===== src/rtl/pwlt_pkg.sv =====
// Package for the piecewise linear interpolation table.
// Holds table sizes, command and status codes, state type and controller/datapath bundles.
package pwlt_pkg;
   localparam int TableRows = 256;
   localparam int RowBits   = $clog2(TableRows);
   localparam int CountBits = RowBits + 1;
   localparam int NumCols   = 6;
   localparam int ColBits   = 3;
   localparam int DataBits  = 32;

   localparam logic [1:0] CMD_LOAD  = 2'd0;
   localparam logic [1:0] CMD_QUERY = 2'd1;
   localparam logic [1:0] CMD_CLEAR = 2'd2;

   localparam logic [2:0] ST_INTERP = 3'd0;
   localparam logic [2:0] ST_LOW    = 3'd1;
   localparam logic [2:0] ST_HIGH   = 3'd2;
   localparam logic [2:0] ST_EMPTY  = 3'd3;
   localparam logic [2:0] ST_FULL   = 3'd4;
   localparam logic [2:0] ST_DONE   = 3'd5;

   typedef enum logic [3:0] {
      S_IDLE, S_RD_FIRST, S_CHK_FIRST, S_RD_LAST, S_CHK_LAST,
      S_SCAN_RD, S_SCAN_CHK, S_RD_LO, S_MUL, S_DIV_LOAD, S_DIV, S_FIN, S_OUT
   } state_type;

   typedef struct packed {
      logic                 capture;    // latch the request
      logic                 write_row;  // append the captured row
      logic                 clear_rows;
      logic                 rd_en;
      logic [RowBits-1:0]   rd_addr;
      logic                 take_hi;    // store read data as the upper row
      logic                 take_lo;    // store read data as the lower row
      logic                 mul_go;
      logic                 div_start;
      logic                 div_step;
      logic                 set_result; // load result register
      logic                 res_from_hi; // clamp: value of read row
      logic [2:0]           res_status;
      logic                 res_zero;
   } cmd_type;

   typedef struct packed {
      logic [1:0]           command;
      logic [CountBits-1:0] rows;
      logic                 e_le_rd;   // query energy <= energy read
      logic                 e_ge_rd;
      logic                 div_done;
   } stat_type;
endpackage


===== src/rtl/pwlt_ctrl.sv =====
// Controller state machine: sequences load, clear, clamp checks, scan and division.
// Depends on pwlt_pkg.
module pwlt_ctrl (
   input  logic                clock,
   input  logic                reset,
   input  logic                req_valid,
   output logic                req_stall,
   output logic                rsp_valid,
   input  logic                rsp_stall,
   input  pwlt_pkg::stat_type  stat,
   output pwlt_pkg::cmd_type   cmd
);
   import pwlt_pkg::*;

   state_type state_ff, state_in;
   logic [RowBits-1:0] idx_ff, idx_in;
   logic [RowBits-1:0] last;

   assign last = RowBits'(stat.rows - 1'b1);

   always_ff @(posedge clock) begin
      if (reset) begin
         state_ff <= S_IDLE;
         idx_ff   <= '0;
      end else begin
         state_ff <= state_in;
         idx_ff   <= idx_in;
      end
   end

   always_comb begin
      state_in = state_ff;
      idx_in   = idx_ff;
      case (state_ff)
         S_IDLE: if (req_valid) state_in = S_RD_FIRST;
         S_RD_FIRST: begin
            if (stat.command == CMD_QUERY && stat.rows != '0) begin
               state_in = S_CHK_FIRST;
            end else begin
               state_in = S_OUT;
            end
         end
         S_CHK_FIRST: state_in = stat.e_le_rd ? S_OUT : S_RD_LAST;
         S_RD_LAST:   state_in = S_CHK_LAST;
         S_CHK_LAST: begin
            if (stat.e_ge_rd) begin
               state_in = S_OUT;
            end else begin
               state_in = S_SCAN_RD;
               idx_in   = RowBits'(1);
            end
         end
         S_SCAN_RD: state_in = S_SCAN_CHK;
         S_SCAN_CHK: begin
            if (stat.e_le_rd || idx_ff == last) begin
               state_in = S_RD_LO;
            end else begin
               idx_in   = idx_ff + 1'b1;
               state_in = S_SCAN_RD;
            end
         end
         S_RD_LO:    state_in = S_MUL;
         S_MUL:      state_in = S_DIV_LOAD;
         S_DIV_LOAD: state_in = S_DIV;
         S_DIV:      if (stat.div_done) state_in = S_FIN;
         S_FIN:      state_in = S_OUT;
         S_OUT:      if (!rsp_stall) state_in = S_IDLE;
         default:    state_in = S_IDLE;
      endcase
   end

   always_comb begin
      cmd = '0;
      req_stall = state_ff != S_IDLE;
      rsp_valid = state_ff == S_OUT;
      case (state_ff)
         S_IDLE: cmd.capture = req_valid;
         S_RD_FIRST: begin
            cmd.rd_en   = 1'b1;
            cmd.rd_addr = '0;
            cmd.set_result = 1'b1;
            cmd.res_zero   = 1'b1;
            case (stat.command)
               CMD_LOAD: begin
                  cmd.write_row  = 1'b1;
                  cmd.res_status = (stat.rows >= CountBits'(TableRows)) ? ST_FULL : ST_DONE;
               end
               CMD_QUERY: cmd.res_status = ST_EMPTY;
               CMD_CLEAR: begin
                  cmd.clear_rows = 1'b1;
                  cmd.res_status = ST_DONE;
               end
               default: cmd.res_status = ST_DONE;
            endcase
         end
         S_CHK_FIRST: begin
            cmd.set_result  = stat.e_le_rd;
            cmd.res_from_hi = 1'b1;
            cmd.res_status  = ST_LOW;
         end
         S_RD_LAST: begin
            cmd.rd_en   = 1'b1;
            cmd.rd_addr = last;
         end
         S_CHK_LAST: begin
            cmd.set_result  = stat.e_ge_rd;
            cmd.res_from_hi = 1'b1;
            cmd.res_status  = ST_HIGH;
         end
         S_SCAN_RD: begin
            cmd.rd_en   = 1'b1;
            cmd.rd_addr = idx_ff;
         end
         S_SCAN_CHK: begin
            if (stat.e_le_rd || idx_ff == last) begin
               cmd.take_hi = 1'b1;
               cmd.rd_en   = 1'b1;
               cmd.rd_addr = idx_ff - 1'b1;
            end
         end
         S_RD_LO:    cmd.take_lo = 1'b1;
         S_MUL:      cmd.mul_go = 1'b1;
         // Division starts in the cycle after the product is registered.
         S_DIV_LOAD: cmd.div_start = 1'b1;
         S_DIV:      cmd.div_step = !stat.div_done;
         S_FIN: begin
            cmd.set_result = 1'b1;
            cmd.res_status = ST_INTERP;
         end
         default: cmd = '0;
      endcase
   end
endmodule


===== config.mk =====
export PLATFORM = sky130hd
export DESIGN_NAME = pwlt_ctrl
export DESIGN_NICKNAME = d
export VERILOG_FILES = /design/src/rtl/pwlt_pkg.sv /design/src/rtl/pwlt_ctrl.sv
export SDC_FILE = /design/constraint.sdc
export NUM_CORES = 1
export LEC_CHECK = 0
export BUFFER_PORTS_ARGS = -buffer_cell sky130_fd_sc_hd__buf_2
export CORE_MARGIN = 1.5
export CORE_UTILIZATION = 53
export CTS_BUF_LIST = sky130_fd_sc_hd__clkbuf_16
export DETAILED_ROUTE_END_ITERATION = 6
export PLACE_DENSITY_LB_ADDON = 0.25
export SYNTH_ARGS = -nofsm -noshare
export SYNTH_HDL_FRONTEND = slang
export SYNTH_SLANG_ARGS = --single-unit

===== constraint.sdc =====
create_clock -name clock -period 4 [get_ports clock]
set_input_delay 0.8 -clock clock [delete_from_list [all_inputs] [get_ports clock]]
set_output_delay 0.8 -clock clock [all_outputs]
set_load 0.05 [all_outputs]

Yosys cells after proc, flatten, opt, wreduce, memory -nomap -nowiden:

Cells that the tools add are included.

* order comparisons: 1
* reductions and logical operators: 12
* eq/ne operators: 20
* $add $sub $neg: 3
* mux-type cells: 28

Operator list (number)
* 4-bit one-hot mux with 13 select lines: 1
* 9-bit one-hot mux with 4 select lines: 1
* 4-bit 2-to-1 mux: 6
* 4-bit == test, second input constant: 5
* 4-bit by 3-bit == test with 1-bit output, second input constant: 4
* 8-bit 2-to-1 mux: 2
* 8-bit one-hot mux with 2 select lines: 1
* 8-bit by 1-bit subtractor with 8-bit output, second input constant: 2
* 1-bit 2-to-1 mux: 11
* 10-bit 2-to-1 mux: 1
* 2-bit inequality test, second input constant: 5
* 9-bit greater-or-equal comparator, second input constant: 1
* 3-bit one-hot mux with 3 select lines: 1
* 9-bit nonzero test: 1
* 8-bit by 1-bit adder with 8-bit output, second input constant: 1
* 4-bit by 2-bit == test with 1-bit output, second input constant: 2
* 8-bit == test: 1
* 3-bit one-hot mux with 2 select lines: 1
* 3-bit AND reduction: 2
* 4-bit by 1-bit == test with 1-bit output, second input constant: 1
* 4-bit zero test: 1
* 2-bit 2-to-1 mux: 2
* 4-bit nonzero test: 1
* 2-bit OR reduction: 2
* other kinds (8): 8

* input port bits: 18
* register bits: 12

Longest topological paths before layout:

* depth after elaboration: 5
* mapped depth: 10
* depth with buffers taken out: 8

Least setup slack after synthesis:

Ideal clock, no wire load.

* kind: input port to output port
* start: input stat[3] in the netlist's numbering
* end: output cmd[14] in the netlist's numbering
* arrival: 3289 ps
* path buffers: 3
* setup slack: -89 ps
* stages on the path: 9
* required time: 3200 ps
* path through: or3_1 > buf_2 > or3_4 > a2111oi_4 > a31o_4 > buf_6 > buf_12 > nand2_4 > o21ai_1

RTL lines
* start: declaration: RTL line pwlt_ctrl.sv:10 `input pwlt_pkg::stat_type stat,`
* end: declaration: RTL line pwlt_ctrl.sv:11 `output pwlt_pkg::cmd_type cmd`

==> impl_metrics.yaml <==
global_route:
  grt_usage_pct: 25.1
  gr-total-overflow: 0
  antenna_found_initial: 0
  grt_max_degree: 17
  grt_pass1_vias: 1465
  grt_first_pass_wirelength_um: 6560
finish:
  multi_input_area_mm2: 0.00116
  drive_above_1_share_pct: 25.1
  seqCellArea_um2: 240
  num-fill-cells: 276
  areaGrowthSynthToFinish_pct: 17.8
  nets: 273
  fin_area_mm2: 0.00178
  n_antenna_cell: 0
  fin_cells: 282
  final_util_pct: 65.2
clock_network:
  clockBufferDepth: 2
  cts_buffers: 3
  holdBufCountCts: 0
  root_buffer: "clkbuf_16"
  cts_sinks: 12
  clk_pin_slew_ns: 0.04
  htreeDepth: 1
  clk_latency_ns: 0.24
  cts_tree: "done"
  post_cts_buffers: 0
  ctsResizeCount: 0
setup_path:
  r2r-end: "idx_ff[7]"
  worstSetupStartpoint: "stat[3]"
  cp_max_fo: 10
  ff2ff_setup_slack_ns: 1.54
  critical_path_class: "input port to output port"
  critPathArrivalTime_ns: 2.90
  cp_slowest_cell: "or3_1"
  critPathCaptureType: "output port"
  reg2reg_from: "idx_ff[2]"
  reg2regPathDepth: 7
  crit_top_cell: "buf_2"
  crit_chain: "buf_2 -> or3_1 -> or3_4 -> a2111oi_4 -> a31o_4 -> nand2_4 -> o221ai_2 -> buf_2"
  required_ns: 3.20
  critical_path.max_stage_delay_ns: 0.39
  critPathLaunchType: "input port"
  crit_end: "cmd[12]"
timing:
  tns_ns: 0
  drv_slew: 0
  relSlewSlack_pct: 56.5
  finalCritPeriodShare_pct: 92.5
  setup_viol: 0
  worst_hold_slack_ns: 0.576
  finalHoldViolations: 0
  skew_ns: 0.00249
  setup_ws_ns: 0.299
  max_freq_ghz: 0.270
  rsz0062_at_grt: "no"
  post-route-min-period_ns: 3.70
  worst_slew_pin_slew_ns: 0.651
yosys:
  syn-num-nets: 239
  synth_top_area_cell: "dfxtp_1"
  ys_seq_area_share_pct: 15.9
  synth_most_common_cell: "nand2_1"
  synth-async-reset-ratio_pct: 0
  avgSynthCellArea_um2: 6.94
  synth_area_leaders: "dfxtp_1, xnor2_1, a21oi_1"
  synth.distinct_cells: 49
  synth_common_cells: "nand2_1, nor2_1, a21oi_1"
  syn-instance-count: 218
  synth_edf_count: 0
  yosysWarnings: 0
  ys_ff_latch: 12
  syn_area_mm2: 0.00151
  synth_ff_type: "dfxtp_1"
  synth_top_area_share_pct: 15.9
pwr:
  combPwrFrac_pct: 60.9
  switchingPower_mw: 0.553
  clockPowerShare_pct: 18.4
  power.density_mw_per_mm2: 553
  design_power_total_mw: 0.985
  seqPwrFrac_pct: 20.7
  p_leak_nw: 0.778
  p_sw_share_pct: 56.1
  irDropWorstVdd_mv: 0.641
  p_int_mw: 0.433
floorplan:
  core_mm2: 0.00273
  die-height_um: 56.4
  initial_core_util_pct: 55.3
  row_count: 19
  ios: 43
  die_area_mm2: 0.00318
  die_x_um: 56.4
route:
  dr_total_vias: 1641
  detail-route-antenna-nets: 0
  drtIter0Drc: 60
  dr.pass1.iters: 4
  wire_per_inst_um: 13.3
  drcViolationCount: 0
  via_per_inst: 5.82
  postRouteWirelength_um: 3750
place:
  place_hpwl_um: 2830
  place_area_mm2: 0.00170
  gp_congestion: 0.898
  place_ws_ns: 0.290
  dp_cells: 278
  portBuffers: 42
min_path:
  worstHoldPathType: "register to register"
job:
  maxCapViolations: 0
run_status:
  status: "completed"
## logic make-up after synthesis
| family | after synthesis | share of synthesized area, % |
|---|---|---|
| flops | 12 | 15.9 |
| xor+xnor | 20 | 12.5 |
| simple gates | 107 | 37.3 |
| compound gates | 51 | 24.0 |
| fa+ha+maj | 3 | 2.48 |
| buf+inv | 25 | 7.86 |
## worst min-delay path by stage
stage / from / endpoint / slack (ns) / cells after the start
2_1_floorplan: idx_ff[7] / idx_ff[7] / 0.50 / 2
3_3_place_gp: idx_ff[7] / idx_ff[7] / 0.55 / 2
3_5_place_dp: idx_ff[7] / idx_ff[7] / 0.56 / 2
4_1_cts: idx_ff[7] / idx_ff[7] / 0.58 / 2
5_1_grt: idx_ff[7] / idx_ff[7] / 0.60 / 2
6_report: idx_ff[7] / idx_ff[7] / 0.58 / 2
## critical path: cells and delay by family
kind | cells | cell delay, ns
buf+inv | 2 | 0.42
compound gates | 3 | 0.81
simple gates | 3 | 0.87
## layout make-up
type                       instances  share of cell area, %
inverter                           9                   1.90
clock inverter                     1                  0.211
sequential                        12                   13.5
multi-input combinational        181                   65.0
tap                               31                   2.18
clock buffer                       3                   4.21
timing repair buffer              45                   13.1
## layout by cell type, fill, tap and decap left out, types with 5 or more instances in the layout
cell type	Yosys	final
xnor2_1	13	13
inv_1	7	7
xor2_1	6	6
a21oi_1	19	19
buf_2	1	42
o31ai_1	6	6
nor2b_1	5	5
nand2_1	25	25
nor2_1	24	24
nor3_1	6	6
nand3_1	9	9
dfxtp_1	12	12
or4_1	6	6
## routing by layer
metal / track usage (%) / routed length, µm / vias to the layer above
met3: 5.30 / 186 / 0
met2: 41.7 / 1810 / 47
li1: - / - / 844
met5: 0 / 0 / -
met4: 2.38 / 0 / 0
met1: 34.6 / 1750 / 750
## state kept, by name, indices dropped and copies added, names as in the netlist
register,cells
idx_ff,8
state_ff,4
## power by group through the flow
stage / clock network, mW / registers [mW] / logic (mW)
floorplan: 0 / 0.156 / 0.523
global placement: 0 / 0.204 / 0.597
detailed placement: 0 / 0.204 / 0.600
CTS: 0.184 / 0.202 / 0.603
global route: 0.193 / 0.212 / 0.644
finish: 0.181 / 0.204 / 0.600
Note: power is estimated with default switching activity, not from simulation.
